[src/hdl/skt_pkg.sv]
package skt_pkg;

	// Result kinds.
	localparam logic [4:0] KIND_EOF     = 5'd0;
	localparam logic [4:0] KIND_STRING  = 5'd1;
	localparam logic [4:0] KIND_SPACE   = 5'd2;
	localparam logic [4:0] KIND_NEWLINE = 5'd3;
	localparam logic [4:0] KIND_AND     = 5'd4;
	localparam logic [4:0] KIND_OR      = 5'd5;
	localparam logic [4:0] KIND_BG      = 5'd6;
	localparam logic [4:0] KIND_PIPE    = 5'd7;
	localparam logic [4:0] KIND_LBRACE  = 5'd8;
	localparam logic [4:0] KIND_RBRACE  = 5'd9;
	localparam logic [4:0] KIND_LPAREN  = 5'd10;
	localparam logic [4:0] KIND_RPAREN  = 5'd11;
	localparam logic [4:0] KIND_SEMI    = 5'd12;
	localparam logic [4:0] KIND_LT      = 5'd13;
	localparam logic [4:0] KIND_GT      = 5'd14;
	localparam logic [4:0] KIND_QUOTE   = 5'd15;
	localparam logic [4:0] KIND_DQUOTE  = 5'd16;
	localparam logic [4:0] KIND_HASH    = 5'd17;
	localparam logic [4:0] KIND_DOLLAR  = 5'd18;

	// Held operator codes.
	localparam logic [1:0] HOLD_NONE = 2'd0;
	localparam logic [1:0] HOLD_AMP  = 2'd1;
	localparam logic [1:0] HOLD_BAR  = 2'd2;
	localparam logic [1:0] HOLD_CR   = 2'd3;

	// Class of the previous byte.
	localparam logic [1:0] CLS_BOUND = 2'd0;
	localparam logic [1:0] CLS_STR   = 2'd1;
	localparam logic [1:0] CLS_SPACE = 2'd2;

	// Character codes.
	localparam logic [7:0] CH_TAB    = 8'h09;
	localparam logic [7:0] CH_LF     = 8'h0A;
	localparam logic [7:0] CH_CR     = 8'h0D;
	localparam logic [7:0] CH_SPACE  = 8'h20;
	localparam logic [7:0] CH_DQUOTE = 8'h22;
	localparam logic [7:0] CH_HASH   = 8'h23;
	localparam logic [7:0] CH_DOLLAR = 8'h24;
	localparam logic [7:0] CH_AMP    = 8'h26;
	localparam logic [7:0] CH_QUOTE  = 8'h27;
	localparam logic [7:0] CH_LPAREN = 8'h28;
	localparam logic [7:0] CH_RPAREN = 8'h29;
	localparam logic [7:0] CH_SEMI   = 8'h3B;
	localparam logic [7:0] CH_LT     = 8'h3C;
	localparam logic [7:0] CH_GT     = 8'h3E;
	localparam logic [7:0] CH_LBRACE = 8'h7B;
	localparam logic [7:0] CH_BAR    = 8'h7C;
	localparam logic [7:0] CH_RBRACE = 8'h7D;

	// Depth of the result queue.
	localparam int unsigned QUEUE_DEPTH = 4;
	localparam int unsigned QPTR_W      = $clog2(QUEUE_DEPTH);
	localparam int unsigned QCNT_W      = $clog2(QUEUE_DEPTH + 1);

	typedef struct packed {
		logic [4:0] kind;
		logic [7:0] value_byte;
		logic       starts_token;
		logic       last_of_run;
	} result_t;

	// Operator kind of a single byte; KIND_EOF when the byte is no operator.
	function automatic logic [4:0] single_op(input logic [7:0] b);
		logic [4:0] k;
		case (b)
			CH_AMP:    k = KIND_BG;
			CH_BAR:    k = KIND_PIPE;
			CH_LBRACE: k = KIND_LBRACE;
			CH_RBRACE: k = KIND_RBRACE;
			CH_LPAREN: k = KIND_LPAREN;
			CH_RPAREN: k = KIND_RPAREN;
			CH_SEMI:   k = KIND_SEMI;
			CH_LT:     k = KIND_LT;
			CH_GT:     k = KIND_GT;
			CH_CR:     k = KIND_NEWLINE;
			CH_LF:     k = KIND_NEWLINE;
			CH_QUOTE:  k = KIND_QUOTE;
			CH_DQUOTE: k = KIND_DQUOTE;
			CH_HASH:   k = KIND_HASH;
			CH_DOLLAR: k = KIND_DOLLAR;
			default:   k = KIND_EOF;
		endcase
		return k;
	endfunction

endpackage

[src/hdl/shell_token_splitter_core.sv]
// Channel   Direction  Contents
// s_axis    in         tdata = in_byte, tuser = end_of_input
// m_axis    out        tuser = kind, tdata = value_byte, starts_token; tlast = last_of_run
//
// Each accepted input item is classified in the cycle it arrives and yields zero, one
// or two results, which are written at once into a four-entry result queue.
// Input is taken every cycle while at least two queue entries are free, so items giving
// one result each run at one item per cycle while m_axis accepts; an item that flushes
// a held operator and adds a result of its own writes two results into the queue.
// Reset clears the held operator, the previous byte class and the queue; a stall on
// m_axis fills the queue until under two entries are free; then s_axis_tready drops.
module shell_token_splitter_core (
	input  logic        clk,
	input  logic        arst_n,
	input  logic        s_axis_tvalid,
	output logic        s_axis_tready,
	input  logic [7:0]  s_axis_tdata,   // [7:0] in_byte
	input  logic        s_axis_tuser,   // [0] end_of_input
	output logic        m_axis_tvalid,
	input  logic        m_axis_tready,
	output logic [15:0] m_axis_tdata,   // [7:0] value_byte, [8] starts_token, [15:9] zero
	output logic [4:0]  m_axis_tuser,   // [4:0] kind
	output logic        m_axis_tlast    // last_of_run
);

	// Tokenizer state.
	logic [1:0] held_q;
	logic [1:0] prev_q;

	// Result queue.
	skt_pkg::result_t                   queue_q [skt_pkg::QUEUE_DEPTH];
	logic [skt_pkg::QPTR_W-1:0]         wr_ptr_q;
	logic [skt_pkg::QPTR_W-1:0]         rd_ptr_q;
	logic [skt_pkg::QCNT_W-1:0]         count_q;

	logic       in_fire;
	logic       out_fire;
	logic [7:0] b;
	logic       is_end;
	logic [4:0] op;
	logic       is_blank;
	logic       is_word;

	// Flush of a held operator that the new byte does not complete.
	skt_pkg::result_t flush_res;
	logic             flush_vld;
	// Result of the new byte handled as if nothing were held.
	skt_pkg::result_t fresh_res;
	logic             fresh_vld;
	logic [1:0]       fresh_held;
	logic [1:0]       fresh_prev;

	skt_pkg::result_t res0;
	skt_pkg::result_t res1;
	logic [1:0]       n_res;
	logic [1:0]       held_d;
	logic [1:0]       prev_d;
	logic             combine;

	assign in_fire  = s_axis_tvalid && s_axis_tready;
	assign out_fire = m_axis_tvalid && m_axis_tready;

	assign s_axis_tready = (count_q <= skt_pkg::QCNT_W'(skt_pkg::QUEUE_DEPTH - 2));
	assign m_axis_tvalid = (count_q != '0);
	assign m_axis_tdata  = {7'b0000000, queue_q[rd_ptr_q].starts_token,
		queue_q[rd_ptr_q].value_byte};
	assign m_axis_tuser  = queue_q[rd_ptr_q].kind;
	assign m_axis_tlast  = queue_q[rd_ptr_q].last_of_run;

	assign b        = s_axis_tdata;
	assign is_end   = s_axis_tuser;
	assign op       = skt_pkg::single_op(b);
	assign is_blank = (b == skt_pkg::CH_SPACE) || (b == skt_pkg::CH_TAB);
	assign is_word  = !is_blank && (op == skt_pkg::KIND_EOF);

	// Flush of the held operator.
	always_comb begin
		flush_res = '{kind: skt_pkg::KIND_EOF, value_byte: 8'h00, starts_token: 1'b1,
			last_of_run: 1'b0};
		flush_vld = 1'b1;
		case (held_q)
			skt_pkg::HOLD_AMP: flush_res.kind = skt_pkg::KIND_BG;
			skt_pkg::HOLD_BAR: flush_res.kind = skt_pkg::KIND_PIPE;
			skt_pkg::HOLD_CR:  flush_res.kind = skt_pkg::KIND_NEWLINE;
			default:           flush_vld = 1'b0;
		endcase
	end

	// A fresh byte: blank run, word run, held operator or plain operator.
	always_comb begin
		fresh_res  = '{kind: op, value_byte: 8'h00, starts_token: 1'b1, last_of_run: 1'b0};
		fresh_vld  = 1'b1;
		fresh_held = skt_pkg::HOLD_NONE;
		fresh_prev = skt_pkg::CLS_BOUND;
		if (is_blank) begin
			fresh_res.kind         = skt_pkg::KIND_SPACE;
			fresh_res.value_byte   = b;
			fresh_res.starts_token = (prev_q != skt_pkg::CLS_SPACE);
			fresh_prev             = skt_pkg::CLS_SPACE;
		end else if (is_word) begin
			fresh_res.kind         = skt_pkg::KIND_STRING;
			fresh_res.value_byte   = b;
			fresh_res.starts_token = (prev_q != skt_pkg::CLS_STR);
			fresh_prev             = skt_pkg::CLS_STR;
		end else if (b == skt_pkg::CH_AMP) begin
			fresh_vld  = 1'b0;
			fresh_held = skt_pkg::HOLD_AMP;
		end else if (b == skt_pkg::CH_BAR) begin
			fresh_vld  = 1'b0;
			fresh_held = skt_pkg::HOLD_BAR;
		end else if (b == skt_pkg::CH_CR) begin
			fresh_vld  = 1'b0;
			fresh_held = skt_pkg::HOLD_CR;
		end
	end

	// The held operator is completed by the matching second byte.
	assign combine = !is_end && (
		((held_q == skt_pkg::HOLD_AMP) && (b == skt_pkg::CH_AMP)) ||
		((held_q == skt_pkg::HOLD_BAR) && (b == skt_pkg::CH_BAR)) ||
		((held_q == skt_pkg::HOLD_CR)  && (b == skt_pkg::CH_LF)));

	// Assemble up to two results for this item and the next state.
	always_comb begin
		skt_pkg::result_t second;
		logic             second_vld;
		second     = fresh_res;
		second_vld = fresh_vld;
		held_d     = fresh_held;
		prev_d     = fresh_prev;
		if (is_end) begin
			second     = '{kind: skt_pkg::KIND_EOF, value_byte: 8'h00, starts_token: 1'b1,
				last_of_run: 1'b0};
			second_vld = 1'b1;
			held_d     = skt_pkg::HOLD_NONE;
			prev_d     = skt_pkg::CLS_BOUND;
		end
		res0 = flush_res;
		res1 = second;
		if (combine) begin
			res0      = '{kind: skt_pkg::KIND_EOF, value_byte: 8'h00, starts_token: 1'b1,
				last_of_run: 1'b1};
			res0.kind = (held_q == skt_pkg::HOLD_AMP) ? skt_pkg::KIND_AND :
				(held_q == skt_pkg::HOLD_BAR) ? skt_pkg::KIND_OR : skt_pkg::KIND_NEWLINE;
			n_res     = 2'd1;
			held_d    = skt_pkg::HOLD_NONE;
			prev_d    = prev_q;
		end else if (flush_vld) begin
			n_res = second_vld ? 2'd2 : 2'd1;
			if (second_vld) begin
				res1.last_of_run = 1'b1;
			end else begin
				res0.last_of_run = 1'b1;
			end
		end else begin
			res0             = second;
			res0.last_of_run = 1'b1;
			n_res            = second_vld ? 2'd1 : 2'd0;
		end
	end

	always_ff @(posedge clk or negedge arst_n) begin
		if (!arst_n) begin
			held_q   <= skt_pkg::HOLD_NONE;
			prev_q   <= skt_pkg::CLS_BOUND;
			wr_ptr_q <= '0;
			rd_ptr_q <= '0;
			count_q  <= '0;
		end else begin
			if (in_fire) begin
				held_q   <= held_d;
				prev_q   <= prev_d;
				wr_ptr_q <= wr_ptr_q + skt_pkg::QPTR_W'(n_res);
			end
			if (out_fire) begin
				rd_ptr_q <= rd_ptr_q + skt_pkg::QPTR_W'(1);
			end
			count_q <= count_q + (in_fire ? skt_pkg::QCNT_W'(n_res) : '0)
				- skt_pkg::QCNT_W'(out_fire);
		end
	end

	// Queue storage needs no reset.
	always_ff @(posedge clk) begin
		if (in_fire && (n_res != 2'd0)) begin
			queue_q[wr_ptr_q] <= res0;
		end
		if (in_fire && (n_res == 2'd2)) begin
			queue_q[wr_ptr_q + skt_pkg::QPTR_W'(1)] <= res1;
		end
	end

endmodule
[config.mk]
export PLATFORM = sky130hd
export DESIGN_NAME = shell_token_splitter_core
export DESIGN_NICKNAME = d
export VERILOG_FILES = /design/src/hdl/skt_pkg.sv /design/src/hdl/shell_token_splitter_core.sv
export SDC_FILE = /design/constraint.sdc
export NUM_CORES = 1
export LEC_CHECK = 0
export BUFFER_PORTS_ARGS = -buffer_cell sky130_fd_sc_hd__buf_4
export CAP_MARGIN = 20
export CORE_ASPECT_RATIO = 0.6
export CORE_MARGIN = 4
export CORE_UTILIZATION = 47
export CTS_CLUSTER_SIZE = 8
export DETAILED_ROUTE_END_ITERATION = 7
export PLACE_DENSITY = 0.7
export SETUP_SLACK_MARGIN = 0.02
export SYNTH_ARGS = -nofsm -noshare
export SYNTH_HDL_FRONTEND = slang
export SYNTH_SLANG_ARGS = --single-unit
export TNS_END_PERCENT = 5
[constraint.sdc]
create_clock -name clk -period 5.8 [get_ports clk]
set_input_delay 1.16 -clock clk [delete_from_list [all_inputs] [get_ports clk]]
set_output_delay 1.16 -clock clk [all_outputs]
set_load 0.1 [all_outputs]
Word-level counts from Yosys, hierarchy flattened
Memories as Yosys holds them, arrays and structs flattened.
Index checks and enable logic that the tools add are counted.
{"block": "op_classes", "addsub": 5, "order_cmp": 1, "eq_ne": 23, "mux": 40, "n_bitwise": 1, "reduce_logical": 20}
{"op": "$eq 8x6->1 const B", "n": 11}
{"op": "$pmux 5 s14", "n": 1}
{"op": "$mux 14", "n": 3}
{"op": "$mux 15", "n": 2}
{"op": "$mux 2", "n": 13}
{"op": "$eq 8x4->1 const B", "n": 3}
{"op": "$eq 8x7->1 const B", "n": 3}
{"op": "$mux 1", "n": 18}
{"op": "$logic_and 1x1->1", "n": 9}
{"op": "$pmux 3 s3", "n": 1}
{"op": "$eq 2x2->1 const B", "n": 3}
{"op": "$mux 3", "n": 2}
{"op": "$logic_not 5->1", "n": 1}
{"op": "$add 2x1->2 const B", "n": 2}
{"op": "$add 3x2->3", "n": 1}
{"op": "$le 3x2->1 const B", "n": 1}
{"op": "$logic_or 1x1->1", "n": 3}
{"op": "$reduce_bool 3->1", "n": 1}
{"op": "$reduce_or 3->1", "n": 1}
{"op": "$sub 3x1->3", "n": 1}
{"op": "$add 2x2->2", "n": 1}
{"op": "$eq 2x1->1 const B", "n": 1}
{"op": "$logic_not 1->1", "n": 2}
{"op": "$ne 2x1->1 const B", "n": 1}
{"op": "5 further kinds", "n": 5}
{"block": "word_totals", "regBits": 11, "ramBits": 60, "input_bits": 13, "mem_count": 1}
{"name": "queue_q", "depth": 4, "width": 15, "read_ports": 1, "rd_ports_with_merged_regs": 0, "write_ports": 2, "line": "shell_token_splitter_core.sv:31", "rtl": "skt_pkg::result_t queue_q [skt_pkg::QUEUE_DEPTH];"}

Logic depth before layout (Yosys ltp)
{"block": "logic_depth", "word_depth": 15, "depth_mapped": 17}

Worst setup path before layout
No wires, ideal clock.
{"block": "synth_timing", "path_kind": "input -> register", "startpoint": "input port s_axis_tdata[6]", "endpoint": "memory queue_q[3][0] (netlist name), enable pin", "setup_time_ns": 0.409, "t_arrival_ns": 3.912, "path_slack_ns": 1.478, "stages": 11, "n_path_buf": 2, "path_cell_list": "buf_2 -> nor3_2 -> buf_2 -> nand3_1 -> o21ai_0 -> and2_1 -> o21ai_0 -> ha_1 -> nand2b_2 -> mux2i_1 -> nor3b_1"}
{"element": "start: declaration", "line": "shell_token_splitter_core.sv:17", "rtl": "input logic [7:0] s_axis_tdata,"}
{"element": "end: declaration", "line": "shell_token_splitter_core.sv:31"}

==> impl_metrics.sql <==
INSERT INTO impl_metrics (metric_group, metric, value, unit) VALUES
('outcome', 'run_status', 'finished, final reports clean', ''),
('place', 'post-dp-hpwl', '6900', 'µm'),
('setup_path', 'timing.critical_path.to', 'queue_q[3][4]', ''),
('clock_network', 'cts_post_setup_buffers_inserted', '0', ''),
('power', 'leakage', '0.00176', 'µW'),
('global_routing', 'groute.usage.overall', '19.9', '%'),
('setup_path', 'critical-path-max-stage-delay', '590', 'ps'),
('setup_path', 'ff_to_ff_start', 'held_q[0]', ''),
('route', 'drt_iter0_markers', '267', ''),
('setup_path', 'cpMaxStageDelayCell', 'sky130_fd_sc_hd__nor3_2', ''),
('layout', 'antenna-diode-count', '0', ''),
('sta', 'worst_clock_skew', '5.19', 'ps'),
('global_routing', 'grt_antenna_before_repair', '0', ''),
('synth', 'synthesis.area_per_instance', '11.8', 'µm²'),
('synth', 'ys_top_cells_by_area', 'sky130_fd_sc_hd__edfxtp_1, sky130_fd_sc_hd__mux4_2, sky130_fd_sc_hd__dfrtp_1', ''),
('synth', 'synth-async-reset-ratio', '15.5', '%'),
('global_routing', 'grt_pass1_vias', '2711', ''),
('sta', 'finalHoldViolations', '0', ''),
('route', 'drt_drc', '0', ''),
('synth', 'flip_flop_and_latch_count_after_synthesis', '71', ''),
('place', 'buffer_ports.inserted', '29', ''),
('place', 'gp_routability_congestion', '0.909', ''),
('setup_path', 'critical_path_depth', '12', ''),
('global_routing', 'grt_start_max_net_pins', '22', ''),
('power', 'power.total', '2430', 'µW'),
('setup_path', 'ff2ff_setup_slack', '2960', 'ps'),
('route', 'drtPass1Iterations', '5', ''),
('route', 'post_drt_via_cell_ratio', '5.85', ''),
('layout', 'drive_gt1_share', '23.4', '%'),
('clock_network', 'clockBufferDepth', '2', ''),
('sta', 'max_clock_freq', '244', 'MHz'),
('setup_path', 'endpoint_arrival_time_on_the_critical_path', '4290', 'ps'),
('synth', 'synthDistinctLibCells', '66', ''),
('setup_path', 'timing.rr.end', 'queue_q[3][4]', ''),
('clock_network', 'tritoncts', 'yes', ''),
('setup_path', 'worst_ep_required_time', '6000', 'ps'),
('sta', 'totalNegativeSetupSlack', '0', 'ps'),
('global_routing', 'gr-total-overflow', '0', ''),
('setup_path', 'cp.buffers_inverters', '1', ''),
('route', 'ant_nets', '0', ''),
('job', 'max_cap_viol_count', '0', ''),
('sta', 'grt_setup_unrepaired', 'no', ''),
('layout', 'design_area', '4790', 'µm²'),
('floorplanning', 'die_height', '81.4', 'µm'),
('layout', 'area.growth.synth_to_final', '13.6', '%'),
('setup_path', 'setup.worst_path.start_class', 'input port', ''),
('power', 'power_per_cell_area', '507', 'nW/µm²'),
('clock_network', 'clk_root_buffer_cell', 'sky130_fd_sc_hd__clkbuf_16', ''),
('sta', 'timing.slew.headroom', '40.8', '%'),
('synth', 'yosys_synthesis_warning_count', '0', ''),
('synth', 'synth_top_cell_by_area', 'sky130_fd_sc_hd__edfxtp_1', ''),
('synth', 'synth_enable_flop_cells', '60', ''),
('clock_network', 'cts-buffers-inserted', '9', ''),
('floorplanning', 'rows', '26', ''),
('route', 'routed_wl', '9730', 'µm'),
('synth', 'synth-seq-area-share', '49.3', '%'),
('clock_network', 'path_clk_slew', '60', 'ps'),
('setup_path', 'worstPathMaxFanout', '12', ''),
('synth', 'dominantRegCellSynth', 'sky130_fd_sc_hd__edfxtp_1', ''),
('clock_network', 'cts_htree_levels', '3', ''),
('setup_path', 'path_cells', 'buf_4 -> nor3_2 -> and3_1 -> nor2_1 -> o21ai_0 -> ha_1 -> and2b_1 -> nand4_1 -> and2_1 -> or2_1 -> nor3_4 -> and2_1', ''),
('floorplanning', 'initial_util', '48.9', '%'),
('synth', 'synth_top_area_share', '42.7', '%'),
('layout', 'num-nets-final', '403', ''),
('setup_path', 'worstSetupStartpoint', 's_axis_tdata[4]', ''),
('global_routing', 'global_route_wire_length_before_repair', '15400', 'µm'),
('floorplanning', 'floorplan.die_area', '10600', 'µm²'),
('place', 'place_area', '4440', 'µm²'),
('worst_hold_path', 'worst_min_delay_path_class', 'reg2reg', ''),
('setup_path', 'kind_of_cell_adding_the_most_delay_to_the_critical_path', 'simple AND/OR/NAND/NOR gates', ''),
('sta', 'setup_violation_total_in_the_final_timing_report', '0', '');
-- power breakdown --
part           switching (µW)  internal, µW
combinational             797           315
clock                     211           378
sequential               77.1           647
-- cell usage in the layout, fill, tap and decap left out, types with 3 or more instances in the layout --
cell / n
sky130_fd_sc_hd__edfxtp_1: 60
sky130_fd_sc_hd__and2_1: 33
sky130_fd_sc_hd__buf_4: 33
sky130_fd_sc_hd__nand2_1: 29
sky130_fd_sc_hd__nor2_1: 27
sky130_fd_sc_hd__mux4_2: 15
sky130_fd_sc_hd__dfrtp_1: 11
sky130_fd_sc_hd__o21ai_0: 10
sky130_fd_sc_hd__nand4_1: 10
sky130_fd_sc_hd__a21oi_1: 10
sky130_fd_sc_hd__ha_1: 10
sky130_fd_sc_hd__inv_1: 9
sky130_fd_sc_hd__clkbuf_16: 9
sky130_fd_sc_hd__o21ai_1: 7
sky130_fd_sc_hd__conb_1: 7
sky130_fd_sc_hd__or2_1: 6
sky130_fd_sc_hd__nand3_1: 5
sky130_fd_sc_hd__nand2b_1: 5
sky130_fd_sc_hd__nor2b_1: 4
sky130_fd_sc_hd__nor3_2: 4
sky130_fd_sc_hd__nand3b_1: 4
sky130_fd_sc_hd__nor3b_1: 4
sky130_fd_sc_hd__xnor2_1: 4
sky130_fd_sc_hd__o211ai_1: 4
sky130_fd_sc_hd__nor4_1: 4
sky130_fd_sc_hd__or3_1: 3
sky130_fd_sc_hd__and3_1: 3
sky130_fd_sc_hd__mux2_4: 3
sky130_fd_sc_hd__nor3_4: 3
-- per-stage QoR --
| step | setup WS (ps) | util, % | cells | hold slack (ps) |
|---|---|---|---|---|
| floorplan | 1480 | - | 364 | 481 |
| global placement | 1480 | 51.5 | 479 | 503 |
| detailed placement | 1430 | 51.5 | 479 | 521 |
| CTS | 1760 | 55.2 | 495 | 535 |
| global route | 1390 | 55.5 | 496 | 576 |
| finish | 1710 | 55.5 | 496 | 540 |
-- how the worst min path moves through the flow --
| stage | start | endpoint | slack (ps) | cells after the start |
|---|---|---|---|---|
| after CTS | prev_q[0] | prev_q[0] | 530 | 2 |
| final | prev_q[0] | prev_q[0] | 540 | 2 |
| after detailed placement | prev_q[0] | prev_q[0] | 520 | 2 |
| after global routing | prev_q[0] | prev_q[0] | 580 | 2 |
| after global placement | prev_q[0] | prev_q[0] | 500 | 2 |
| after floorplan | prev_q[0] | prev_q[0] | 480 | 2 |
-- per-layer routing --
metal / GRT usage (%) / part of all wire (%)
met4: 4.36 / 0.76
met3: 5.45 / 7.6
met2: 26.3 / 40
met1: 31.8 / 51
met5: 0 / 0
-- worst register-to-register path, delay by kind of cell, from the launching register on --
family / cells / cell delay [ps]
AND/OR/NAND/NOR: 6 / 1550
adder cells (fa/ha/maj): 2 / 550
flip-flops: 1 / 390
buffers and inverters: 2 / 230
-- logic make-up after synthesis --
| logic type | after synthesis | share of synthesized area, % |
|---|---|---|
| flops | 71 | 49.3 |
| xor+xnor | 6 | 1.25 |
| other cells | 1 | 0.0890 |
| simple gates | 161 | 23.4 |
| mux | 20 | 9.59 |
| buf+inv | 40 | 5.55 |
| fa+ha+maj | 11 | 3.44 |
| compound gates | 48 | 7.45 |
-- layout make-up --
class	count	area (µm²)
multi-input combinational	253	1940
clock buffer	10	229
tap	112	140
timing repair buffer	34	275
inverter	10	37.5
fill	699	3830
sequential	71	2080
clock inverter	6	92.6
-- Yosys cell counts (5+ instances only) --
library cell	number
sky130_fd_sc_hd__or2_1	6
sky130_fd_sc_hd__inv_1	9
sky130_fd_sc_hd__buf_2	10
sky130_fd_sc_hd__nand2b_1	5
sky130_fd_sc_hd__nand2_1	29
sky130_fd_sc_hd__nor2_1	27
sky130_fd_sc_hd__nand4_1	10
sky130_fd_sc_hd__buf_6	6
sky130_fd_sc_hd__buf_4	7
sky130_fd_sc_hd__clkbuf_1	7
sky130_fd_sc_hd__edfxtp_1	60
sky130_fd_sc_hd__o21ai_0	10
sky130_fd_sc_hd__and2_1	33
sky130_fd_sc_hd__ha_1	10
sky130_fd_sc_hd__mux4_2	15
sky130_fd_sc_hd__nand3_1	5
sky130_fd_sc_hd__a21oi_1	10
sky130_fd_sc_hd__nor3b_1	5
sky130_fd_sc_hd__o21ai_1	7
sky130_fd_sc_hd__dfrtp_1	11
-- registers in the layout, summed over array words and instances, names as in the netlist --
signal    count
queue_q      60
count_q       3
held_q        2
prev_q        2
rd_ptr_q      2
wr_ptr_q      2
(Power assumes the default switching activity.)
